<file path="config.mk">
export PLATFORM = sky130hd
export DESIGN_NAME = stick_arming_flight_mode_fsm_unit
export DESIGN_NICKNAME = d
export VERILOG_FILES = /design/src/safm_pkg.sv /design/src/stick_arming_flight_mode_fsm_unit.sv
export SDC_FILE = /design/constraint.sdc
export NUM_CORES = 1
export LEC_CHECK = 0
export BUFFER_PORTS_ARGS = -buffer_cell sky130_fd_sc_hd__buf_2
export CAP_MARGIN = 20
export CORE_AREA = 2 2 177 179
export DETAILED_ROUTE_END_ITERATION = 6
export DIE_AREA = 0 0 179 181
export GPL_TIMING_DRIVEN = 0
export MAX_ROUTING_LAYER = met4
export REMOVE_ABC_BUFFERS = 1
export SLEW_MARGIN = 20
export SYNTH_ARGS = -nofsm -noshare
export SYNTH_HDL_FRONTEND = slang
export SYNTH_SLANG_ARGS = --single-unit
</file>
<file path="constraint.sdc">
create_clock -name clk -period 3.68 [get_ports clk]
set_input_delay 1.104 -clock clk [delete_from_list [all_inputs] [get_ports clk]]
set_output_delay 1.104 -clock clk [all_outputs]
set_load 0.01 [all_outputs]
</file>
<file path="src/safm_pkg.sv">
// Shared types, constants and encoders for the stick-arming flight-mode unit.
// No dependencies; used by the top level and the port checker.
package safm_pkg;

  localparam int unsigned TICK_WIDTH = 32;  // tick arithmetic wraps at 2^TICK_WIDTH
  localparam int unsigned MISS_WIDTH = 8;   // loss counter width, wraps

  localparam int unsigned MISS_CMP_W = (MISS_WIDTH > 8) ? MISS_WIDTH : 8;

  localparam int unsigned IN_DATA_W  = 56;  // 49 payload bits padded to bytes
  localparam int unsigned OUT_DATA_W = 16;  // 14 payload bits padded to bytes
  localparam int unsigned CFG_ADDR_W = 3;
  localparam int unsigned CFG_DATA_W = 16;

  // configuration register indexes
  localparam logic [CFG_ADDR_W-1:0] REG_HIGH_THR   = 3'd0;
  localparam logic [CFG_ADDR_W-1:0] REG_LOW_THR    = 3'd1;
  localparam logic [CFG_ADDR_W-1:0] REG_HOLD_TICKS = 3'd2;
  localparam logic [CFG_ADDR_W-1:0] REG_WIN_TICKS  = 3'd3;
  localparam logic [CFG_ADDR_W-1:0] REG_LOSS_LIM   = 3'd4;

  localparam logic [15:0] HIGH_THR_RST   = 16'd900;
  localparam logic [15:0] LOW_THR_RST    = 16'd100;
  localparam logic [15:0] HOLD_TICKS_RST = 16'd1000;
  localparam logic [15:0] WIN_TICKS_RST  = 16'd1000;
  localparam logic [7:0]  LOSS_LIM_RST   = 8'd10;

  // external codes on the result word
  localparam logic [1:0] MODE_CODE_IDLE   = 2'd0;
  localparam logic [1:0] MODE_CODE_NORMAL = 2'd1;
  localparam logic [1:0] MODE_CODE_HOLD   = 2'd2;
  localparam logic [1:0] MODE_CODE_FAIL   = 2'd3;

  localparam logic [2:0] ARM_CODE_FREE   = 3'd0;
  localparam logic [2:0] ARM_CODE_HIGH   = 3'd1;
  localparam logic [2:0] ARM_CODE_LEFT   = 3'd2;
  localparam logic [2:0] ARM_CODE_LOW    = 3'd3;
  localparam logic [2:0] ARM_CODE_UNLOCK = 3'd4;

  typedef enum logic [3:0] {
    MODE_IDLE   = 4'b0001,
    MODE_NORMAL = 4'b0010,
    MODE_HOLD   = 4'b0100,
    MODE_FAIL   = 4'b1000
  } mode_t;

  typedef enum logic [4:0] {
    ARM_FREE   = 5'b00001,
    ARM_HIGH   = 5'b00010,
    ARM_LEFT   = 5'b00100,
    ARM_LOW    = 5'b01000,
    ARM_UNLOCK = 5'b10000
  } arm_t;

  function automatic logic [1:0] mode_code(input mode_t m);
    logic [1:0] c;
    unique case (m)
      MODE_IDLE:   c = MODE_CODE_IDLE;
      MODE_NORMAL: c = MODE_CODE_NORMAL;
      MODE_HOLD:   c = MODE_CODE_HOLD;
      MODE_FAIL:   c = MODE_CODE_FAIL;
      default:     c = MODE_CODE_IDLE;
    endcase
    return c;
  endfunction

  function automatic logic [2:0] arm_code(input arm_t a);
    logic [2:0] c;
    unique case (a)
      ARM_FREE:   c = ARM_CODE_FREE;
      ARM_HIGH:   c = ARM_CODE_HIGH;
      ARM_LEFT:   c = ARM_CODE_LEFT;
      ARM_LOW:    c = ARM_CODE_LOW;
      ARM_UNLOCK: c = ARM_CODE_UNLOCK;
      default:    c = ARM_CODE_FREE;
    endcase
    return c;
  endfunction

endpackage

</file>
<file path="src/stick_arming_flight_mode_fsm_unit.sv">
// Stick-arming flight-mode unit: link tracker, throttle arming sequence, mode FSM.
// Depends on safm_pkg.
//
//  port group | dir | word contents (lsb first)
//  -----------+-----+----------------------------------------------------------
//  in_*       | in  | tuser: packet_ok; tdata: throttle[15:0],
//             |     |   hold_toggle_req[16], now_ticks[48:17], zero pad
//  out_*      | out | tdata: mode[1:0], link_up[2], arm_phase[5:3],
//             |     |   miss_count[13:6], zero pad
//  cfg_*      | in  | write only: cfg_we, cfg_addr (register index), cfg_wdata
//
// Pipeline: two-stage pipe, an input register then the result register; an
// accepted word is held in the input register and moves into the result
// register when the result stage is free, as the second stage updates the
// state. One word per clock is sustained while out_tready stays high.
// Reset: rst_n synchronous, active low; clears valids, state and config.
// Stalls: out_tready low holds the result; the input register still takes a
// word while it is empty or the result stage is free or draining.

module stick_arming_flight_mode_fsm_unit (
  input  logic                              clk,
  input  logic                              rst_n,
  input  logic                              in_tvalid,
  output logic                              in_tready,
  input  logic [safm_pkg::IN_DATA_W-1:0]    in_tdata,   // throttle, hold_toggle_req, now_ticks
  input  logic                              in_tuser,   // packet_ok
  output logic                              out_tvalid,
  input  logic                              out_tready,
  output logic [safm_pkg::OUT_DATA_W-1:0]   out_tdata,  // mode, link_up, arm_phase, miss_count
  input  logic                              cfg_we,
  input  logic [safm_pkg::CFG_ADDR_W-1:0]   cfg_addr,
  input  logic [safm_pkg::CFG_DATA_W-1:0]   cfg_wdata
);

  localparam int unsigned TW = safm_pkg::TICK_WIDTH;
  localparam int unsigned MW = safm_pkg::MISS_WIDTH;
  localparam int unsigned CW = safm_pkg::MISS_CMP_W;

  // ---------------- configuration registers ----------------
  logic [15:0] high_thr_r, low_thr_r, hold_ticks_r, win_ticks_r;
  logic [7:0]  loss_lim_r;

  always_ff @(posedge clk) begin
    if (!rst_n) begin
      high_thr_r   <= safm_pkg::HIGH_THR_RST;
      low_thr_r    <= safm_pkg::LOW_THR_RST;
      hold_ticks_r <= safm_pkg::HOLD_TICKS_RST;
      win_ticks_r  <= safm_pkg::WIN_TICKS_RST;
      loss_lim_r   <= safm_pkg::LOSS_LIM_RST;
    end else if (cfg_we) begin
      unique case (cfg_addr)
        safm_pkg::REG_HIGH_THR:   high_thr_r   <= cfg_wdata;
        safm_pkg::REG_LOW_THR:    low_thr_r    <= cfg_wdata;
        safm_pkg::REG_HOLD_TICKS: hold_ticks_r <= cfg_wdata;
        safm_pkg::REG_WIN_TICKS:  win_ticks_r  <= cfg_wdata;
        safm_pkg::REG_LOSS_LIM:   loss_lim_r   <= cfg_wdata[7:0];
        default: ;  // unmapped index, write dropped
      endcase
    end
  end

  // ---------------- pipeline handshake ----------------
  logic s1_valid_r;
  logic out_free;   // result stage can load this cycle
  logic s1_adv;     // stage 1 word moves into the result stage

  assign out_free  = !out_tvalid || out_tready;
  assign s1_adv    = s1_valid_r && out_free;
  assign in_tready = !s1_valid_r || out_free;

  // ---------------- stage 1: input register ----------------
  logic        ok_r;
  logic [15:0] thr_r;
  logic        req_r;
  logic [TW-1:0] now_r;

  always_ff @(posedge clk) begin
    if (!rst_n) begin
      s1_valid_r <= 1'b0;
    end else if (in_tready) begin
      s1_valid_r <= in_tvalid;
    end
  end

  always_ff @(posedge clk) begin
    if (in_tvalid && in_tready) begin
      ok_r  <= in_tuser;
      thr_r <= in_tdata[15:0];
      req_r <= in_tdata[16];
      now_r <= TW'(in_tdata[48:17]);
    end
  end

  // ---------------- state ----------------
  safm_pkg::mode_t mode_r, mode_nxt;
  safm_pkg::arm_t  arm_r, arm_nxt;
  logic [TW-1:0]   phase_start_r, phase_start_nxt;
  logic [MW-1:0]   miss_r, miss_nxt;
  logic            link_r, link_nxt;
  logic [15:0]     held_thr_r, held_thr_nxt;
  logic            toggle_r, toggle_nxt;

  // ---------------- stage 2: update logic ----------------
  logic [MW-1:0] miss_inc;
  logic [TW-1:0] elapsed;
  logic          arm_en;

  assign miss_inc = miss_r + MW'(1);
  assign elapsed  = now_r - phase_start_r;   // wraps mod 2^TICK_WIDTH

  always_comb begin
    // link tracker and latch from good packets
    link_nxt     = link_r;
    miss_nxt     = miss_r;
    held_thr_nxt = held_thr_r;
    toggle_nxt   = toggle_r;
    if (ok_r) begin
      link_nxt     = 1'b1;
      miss_nxt     = '0;
      held_thr_nxt = thr_r;
      toggle_nxt   = req_r;
    end else begin
      miss_nxt = miss_inc;
      if (CW'(miss_inc) >= CW'(loss_lim_r)) begin
        link_nxt = 1'b0;
        miss_nxt = '0;
      end
    end

    // arming sequence, only stepped while idle
    arm_en          = (mode_r == safm_pkg::MODE_IDLE);
    arm_nxt         = arm_r;
    phase_start_nxt = phase_start_r;
    if (arm_en) begin
      unique case (arm_r)
        safm_pkg::ARM_FREE: begin
          if (held_thr_nxt >= high_thr_r) begin
            arm_nxt         = safm_pkg::ARM_HIGH;
            phase_start_nxt = now_r;
          end
        end
        safm_pkg::ARM_HIGH: begin
          if (held_thr_nxt <= high_thr_r)
            arm_nxt = (elapsed >= TW'(hold_ticks_r)) ? safm_pkg::ARM_LEFT
                                                     : safm_pkg::ARM_FREE;
        end
        safm_pkg::ARM_LEFT: begin
          if (held_thr_nxt <= low_thr_r) begin
            arm_nxt         = safm_pkg::ARM_LOW;
            phase_start_nxt = now_r;
          end
        end
        safm_pkg::ARM_LOW: begin
          // inside the window: stick still down unlocks, else start over
          if (elapsed <= TW'(win_ticks_r))
            arm_nxt = (held_thr_nxt > low_thr_r) ? safm_pkg::ARM_FREE
                                                 : safm_pkg::ARM_UNLOCK;
          else
            arm_nxt = safm_pkg::ARM_FREE;
        end
        default: ;  // unlocked never persists; hold
      endcase
    end

    // mode machine
    mode_nxt = mode_r;
    unique case (mode_r)
      safm_pkg::MODE_IDLE: begin
        if (arm_nxt == safm_pkg::ARM_UNLOCK) begin
          mode_nxt = safm_pkg::MODE_NORMAL;
          arm_nxt  = safm_pkg::ARM_FREE;
        end
      end
      safm_pkg::MODE_NORMAL, safm_pkg::MODE_HOLD: begin
        if (toggle_nxt) begin
          mode_nxt   = (mode_r == safm_pkg::MODE_NORMAL) ? safm_pkg::MODE_HOLD
                                                         : safm_pkg::MODE_NORMAL;
          toggle_nxt = 1'b0;
        end
        if (!link_nxt) mode_nxt = safm_pkg::MODE_FAIL;  // link loss beats a toggle
      end
      default: mode_nxt = safm_pkg::MODE_IDLE;          // fail lasts one word
    endcase
  end

  always_ff @(posedge clk) begin
    if (!rst_n) begin
      mode_r        <= safm_pkg::MODE_IDLE;
      arm_r         <= safm_pkg::ARM_FREE;
      phase_start_r <= '0;
      miss_r        <= '0;
      link_r        <= 1'b0;
      held_thr_r    <= '0;
      toggle_r      <= 1'b0;
    end else if (s1_adv) begin
      mode_r        <= mode_nxt;
      arm_r         <= arm_nxt;
      phase_start_r <= phase_start_nxt;
      miss_r        <= miss_nxt;
      link_r        <= link_nxt;
      held_thr_r    <= held_thr_nxt;
      toggle_r      <= toggle_nxt;
    end
  end

  // ---------------- result register ----------------
  logic out_valid_r;
  logic [safm_pkg::OUT_DATA_W-1:0] out_data_r;

  always_ff @(posedge clk) begin
    if (!rst_n) begin
      out_valid_r <= 1'b0;
    end else if (out_free) begin
      out_valid_r <= s1_valid_r;
    end
  end

  always_ff @(posedge clk) begin
    if (s1_adv) begin
      out_data_r <= {2'b00, 8'(miss_nxt), safm_pkg::arm_code(arm_nxt), link_nxt,
                     safm_pkg::mode_code(mode_nxt)};
    end
  end

  assign out_tvalid = out_valid_r;
  assign out_tdata  = out_data_r;

endmodule

</file>
---- Word level (Yosys, flattened, before mapping) ----
Index checks and enable logic that the tools add are counted.
W data, S select, Z words.
storage, ports and cells
  flip-flop bits (word level) ............. 205
  input port bits ......................... 81
  output and inout bits ................... 18
  word-level logic and storage cells ...... 91
operators by class
  add/sub/neg operators ................... 2
  $lt $le $gt $ge ......................... 7
  equality and inequality tests ........... 21
  mux-type cells .......................... 27
  reduce and logical (&&, ||, !) cells .... 15
operators with widths
  operator               count
  $mux W32               2
  $pmux W32 S2           1
  $mux W5                8
  $ge A32 B16 Y1         1
  $le A16 B16 Y1         2
  $le A32 B16 Y1         1
  $sub A32 B32 Y32       1
  $pmux W5 S4            1
  $ge A16 B16 Y1         1
  $gt A16 B16 Y1         1
  $mux W16               1
  $mux W8                2
  $mux W4                3
  $pmux W3 S4            1
  $eq A5 B2 Y1 const B   2
  $eq A5 B3 Y1 const B   2
  $eq A5 B4 Y1 const B   2
  $eq A5 B5 Y1 const B   2
  $reduce_and A2 Y1      5
  $add A8 B1 Y8 const B  1
  $eq A4 B2 Y1 const B   2
  $eq A4 B3 Y1 const B   2
  $ge A8 B8 Y1           1
  $pmux W4 S2            1
  other kinds (17)       26

---- Longest topological paths before layout ----
  word-level depth ........................ 11
  mapped depth ............................ 21
  depth with buffers taken out ............ 21

---- Worst setup path before layout ----
No wires, ideal clock.
  path type ............................... register to register
  from .................................... register ok_r
  to ...................................... register out_data_r, in the netlist out_tdata[3], data pin
  setup time .............................. 0.256 ns
  arrival time ............................ 3.754 ns
  data required time ...................... 3.424 ns
  slack ................................... -0.330 ns
  stages on the path, launching flop included .. 15
  path buffers ............................ 2
  period minus slack after synthesis ...... 4.010 ns
  cells stage by stage .................... edfxtp_1 > clkbuf_1 > clkbuf_1 > mux2_2 > ha_1 > a2111oi_0 > nand2_1 > o211ai_1 > a21oi_1 > a211o_1 > a21oi_1 > or4b_1 > o211a_2 > nor2_4 > and4b_1
on the way
  word-level cells in the longest chain between the ends .. 11
  elaborated cells on any way between the ends .. 20
  those cells by class .................... order compare: 4; eq/ne: 5; mux: 11
ends and longest elaborated chain
  element                                     line                                      RTL
  start: declaration                          stick_arming_flight_mode_fsm_unit.sv:72   logic ok_r;
  start signal: assignment                    stick_arming_flight_mode_fsm_unit.sv:87   ok_r <= in_tuser;
  $mux W16 *                                  stick_arming_flight_mode_fsm_unit.sv:117  if (ok_r) begin
  via held_thr_nxt[7]                         stick_arming_flight_mode_fsm_unit.sv:100  logic [15:0] held_thr_r, held_thr_nxt;
  $gt A16 B16 Y1                              stick_arming_flight_mode_fsm_unit.sv:156  arm_nxt = (held_thr_nxt > low_thr_r) ? safm_pkg::ARM_FREE
  $mux W5                                     stick_arming_flight_mode_fsm_unit.sv:156
  $mux W5                                     stick_arming_flight_mode_fsm_unit.sv:155  if (elapsed <= TW'(win_ticks_r))
  $pmux W5 S4 *                               stick_arming_flight_mode_fsm_unit.sv:135  unique case (arm_r)
  $mux W5 *                                   stick_arming_flight_mode_fsm_unit.sv:134  if (arm_en) begin
  $eq A5 B5 Y1                                stick_arming_flight_mode_fsm_unit.sv:169  if (arm_nxt == safm_pkg::ARM_UNLOCK) begin
  $mux W5                                     stick_arming_flight_mode_fsm_unit.sv:169
  $mux W5 *                                   stick_arming_flight_mode_fsm_unit.sv:167  unique case (mode_r)
  $eq A5 B5 Y1, or another cell as far along  safm_pkg.sv:69                            unique case (a)
  $pmux W3 S4 *                               safm_pkg.sv:69
  end signal: assignment                      stick_arming_flight_mode_fsm_unit.sv:220  out_data_r <= {2'b00, 8'(miss_nxt), safm_pkg::arm_code(arm_nxt), link_nxt,
  end: declaration                            stick_arming_flight_mode_fsm_unit.sv:208  logic [safm_pkg::OUT_DATA_W-1:0] out_data_r;
The timed path passes the listed nets; every way through them passes the cells marked *.
A chain may end at the register's enable or synchronous reset.

---- Worst setup path in the final report ----
  from .................................... register now_r[0]
  to ...................................... register out_data_r, in the netlist out_tdata[1], data pin
on the way
  word-level cells in the longest chain between the ends .. 11
  elaborated cells on any way between the ends .. 15
  those cells by class .................... add/sub: 1; order compare: 2; eq/ne: 4; mux: 8
ends and longest elaborated chain
  element                                     line                                      RTL
  start: declaration                          stick_arming_flight_mode_fsm_unit.sv:75   logic [TW-1:0] now_r;
  start signal: assignment                    stick_arming_flight_mode_fsm_unit.sv:90   now_r <= TW'(in_tdata[48:17]);
  $sub A32 B32 Y32 *                          stick_arming_flight_mode_fsm_unit.sv:109  assign elapsed = now_r - phase_start_r;
  $ge A32 B16 Y1                              stick_arming_flight_mode_fsm_unit.sv:144  arm_nxt = (elapsed >= TW'(hold_ticks_r)) ? safm_pkg::ARM_LEFT
  $mux W3                                     stick_arming_flight_mode_fsm_unit.sv:144
  $mux W5                                     stick_arming_flight_mode_fsm_unit.sv:143  if (held_thr_nxt <= high_thr_r)
  $pmux W5 S4 *                               stick_arming_flight_mode_fsm_unit.sv:135
  $mux W5 *                                   stick_arming_flight_mode_fsm_unit.sv:134
  $eq A5 B5 Y1 *                              stick_arming_flight_mode_fsm_unit.sv:169
  $mux W4 *                                   stick_arming_flight_mode_fsm_unit.sv:169
  $pmux W4 S2 *                               stick_arming_flight_mode_fsm_unit.sv:167
  $eq A4 B4 Y1, or another cell as far along  safm_pkg.sv:57                            unique case (m)
  $pmux W2 S3 *                               safm_pkg.sv:57
Every way passes the cells marked *; elsewhere a longest branch is shown, timed or not.

==> results.sh <==
export IMPL_status="finished with violations"
export IMPL_violations="setup timing"
export IMPL_setup_viol=10
export IMPL_ir_worst_vdd_mv=0.3847
export IMPL_yosysTopAreaCellShare_pct=23.32
export IMPL_crit_path_start="now_r[0]"
export IMPL_clk_path_buf_depth=3
export IMPL_die_h_microns=181
export IMPL_drtAntennaViolNets=0
export IMPL_fin_area_sq_um=14420
export IMPL_gp_congestion=0.8598
export IMPL_drive_above_1_share_pct=18.55
export IMPL_worst_hold_path_type="register to register"
export IMPL_cp_end_kind="register"
export IMPL_slew_violations=0
export IMPL_grtUsageTotal_pct=18.00
export IMPL_holdBufCountCts=0
export IMPL_synth_cell_types=90
export IMPL_placed_cell_area_sq_um=12910
export IMPL_worst_slack_ns=-0.5453
export IMPL_ys_top_cells_by_area="dfxtp_1 (23%), edfxtp_1 (16%), ha_1 (11%), nand2_1 (6.9%), a21boi_0 (4.8%)"
export IMPL_syn_area_per_cell_sq_um=8.960
export IMPL_path_delay_family="simple AND/OR/NAND/NOR gates"
export IMPL_clk_latency_ns=0.54
export IMPL_crit_chain="inv_1 -> ha_2 -> fa_2 -> nand2b_4 -> a21oi_4 -> nor2_4 -> inv_2 -> a21oi_4 -> o21bai_2 -> xor2_2 -> ha_1 -> nand4_1 -> nor4_2 -> nand4_1 -> a21oi_2 -> o21ai_2 -> nor4_2 -> and3_4 -> o2111a_2 -> o21ai_4 -> nor3b_2"
export IMPL_cts_sinks=205
export IMPL_io_pins=99
export IMPL_grt_pass1_vias=9242
export IMPL_via_per_inst=5.233
export IMPL_die_area_sq_um=32400
export IMPL_place_hpwl_microns=20710
export IMPL_slowest_delay_ns=0.36
export IMPL_worstMarginPinSlew_ns=1.018
export IMPL_timing_final_hold_violations=0
export IMPL_cts_tree="done"
export IMPL_firstDrtPassIters=5
export IMPL_cts_made_buffers=26
export IMPL_synth_edff_count=64
export IMPL_powerDensity_nw_per_um2=430.0
export IMPL_cp_max_fo=5
export IMPL_seq_area_sq_um=4745
export IMPL_min_from="held_thr_r[6]"
export IMPL_fmax_ghz=0.2367
export IMPL_rows=64
export IMPL_antennaDiodeCount=0
export IMPL_slowest_stage="edfxtp_1"
export IMPL_ys_warn_count=0
export IMPL_p_leak_nw=5.728
export IMPL_synth_area_sq_um=12110
export IMPL_drc=0
export IMPL_vias=9775
export IMPL_period_minus_slack_ns=4.225
export IMPL_synthArstFlopShare_pct=0
export IMPL_initial_core_util_pct=39.89
export IMPL_cp_start_kind="register"
export IMPL_required_ns=3.96
export IMPL_areaGrowthSynthToFinish_pct=19.14
export IMPL_synth_seq_cells=205
export IMPL_grt_pass1_wl_microns=46680
export IMPL_die_x_microns=179
export IMPL_skew_ns=0.01976
export IMPL_cap_violations=0
export IMPL_wire_per_inst_microns=15.46
export IMPL_cts_root_buf="clkbuf_16"
export IMPL_yosysTopAreaCell="dfxtp_1"
export IMPL_mostFrequentLayoutCells="nand2_1 (222), dfxtp_1 (141), inv_1 (110), ha_1 (92), buf_2 (88)"
export IMPL_synth_ff_type="dfxtp_1"
export IMPL_crit_buf_inv=2
export IMPL_dp_cells=1787
export IMPL_clkTransAtPathRegs_ns=0.06
export IMPL_layout_commonest_cell="nand2_1"
export IMPL_wl_microns=28870
export IMPL_portBuffers=89
export IMPL_fin_util_pct=47.52
export IMPL_drt_iter0_drc=560
export IMPL_fillers=2885
export IMPL_hold_slack_ns=0.4592
export IMPL_period_share_pct=114.8
export IMPL_antenna_found_initial=0
export IMPL_criticalPathCategory="register to register"
export IMPL_synth_cells=1351
export IMPL_grt_max_degree=115
export IMPL_htreeDepth=1
export IMPL_rr_startpoint="now_r[0]"
export IMPL_grt_ovfl_total=0
export IMPL_slew_headroom_pct=31.24
export IMPL_multiInputGateArea_sq_um=7084
export IMPL_fin_cells=1868
export IMPL_rsz0062_at_grt="true"
export IMPL_synth_seq_area_share_pct=39.19
export IMPL_coreArea_sq_um=30350
export IMPL_cp_data_arrival_time_ns=4.50
export IMPL_place_ws_ns=-1.063
export IMPL_nets=1638
==> tightest hold or removal path, cell delays in order, from the launching register on <==
cell	delay (ns)
dfxtp_1	0.30
nand2_1	0.04
a21boi_0	0.06
==> power by group <==
part           switching, mW  total [mW]  internal (mW)
Clock                  0.983        2.45           1.47
Sequential            0.0481        2.48           2.43
Combinational          0.725        1.28          0.551
Total                   1.76        6.20           4.44
==> final cells by class <==
type                       instances  share of cell area, %
multi-input combinational        979                  49.12
sequential                       205                  32.90
timing repair buffer             126                  5.691
clock buffer                      42                  5.422
tap                              396                  3.435
inverter                         114                  2.967
clock inverter                     6                 0.4685
==> state kept, by name, summed over array words and instances (netlist names), 4 cells and up <==
register       flops
now_r             32
thr_r             16
loss_lim_r         8
mode_r             4
low_thr_r         16
win_ticks_r       16
out_tdata         14
high_thr_r        16
arm_r              5
hold_ticks_r      16
miss_r             8
phase_start_r     32
held_thr_r        16
==> synth_stat cells (all sizes together) (6+ instances only) <==
cell type,instances
nor3,17
nor2,55
or3,6
o211ai,34
edfxtp,64
nand3,27
a211oi,12
o21a,8
nand2b,10
nor4,10
a21oi,62
clkbuf,37
and3,10
and2,20
nand2,223
buf,17
inv,114
a21o,21
xor2,10
mux2i,33
nor2b,41
o21ai,45
xnor2,19
ha,104
a21boi,77
nand4,20
mux2,16
and4,6
dfxtp,141
nand3b,7
==> metrics by stage <==
stage | total power, mW | TNS, ns
floorplan | 3.281 | -31.79
global placement | 3.594 | -116.55
detailed placement | 3.618 | -18.26
CTS | 6.174 | -4.353
global route | 6.550 | -6.926
finish | 6.202 | -4.440
==> layer usage <==
metal | wire length, microns | global-route usage, % | up-vias
li1 | - | - | 4988
met1 | 14150 | 24.65 | 4580
met2 | 13150 | 28.58 | 171
met3 | 1107 | 2.083 | 36
met4 | 461 | 3.707 | 0
met5 | 0 | - | -
==> final timing paths <==
check,endpoint,cells past startpoint,slack (ns)
setup reg to reg,out_tdata[1],21,-0.55
setup / recovery,out_tdata[1],21,-0.55
hold reg to reg,held_thr_r[6],2,0.46
hold / removal,held_thr_r[6],2,0.46
==> timing repair <==
action,CTS,global route
setup endpoints to repair,42,32
buffers inserted,15,19
pin swaps,16,24
gates resized for setup,33,44
==> cell families after synthesis <==
group	Yosys count	synth area share, %
AND/OR/NAND/NOR	475	19.34
AO/OA/AOI/OAI	319	18.62
flip-flops	205	39.19
buffers and inverters	168	5.592
adder cells (fa/ha/maj)	105	10.91
multiplexers	49	4.217
XOR/XNOR	29	2.098
other	1	0.03098
Note: power is estimated with default switching activity, not from simulation.
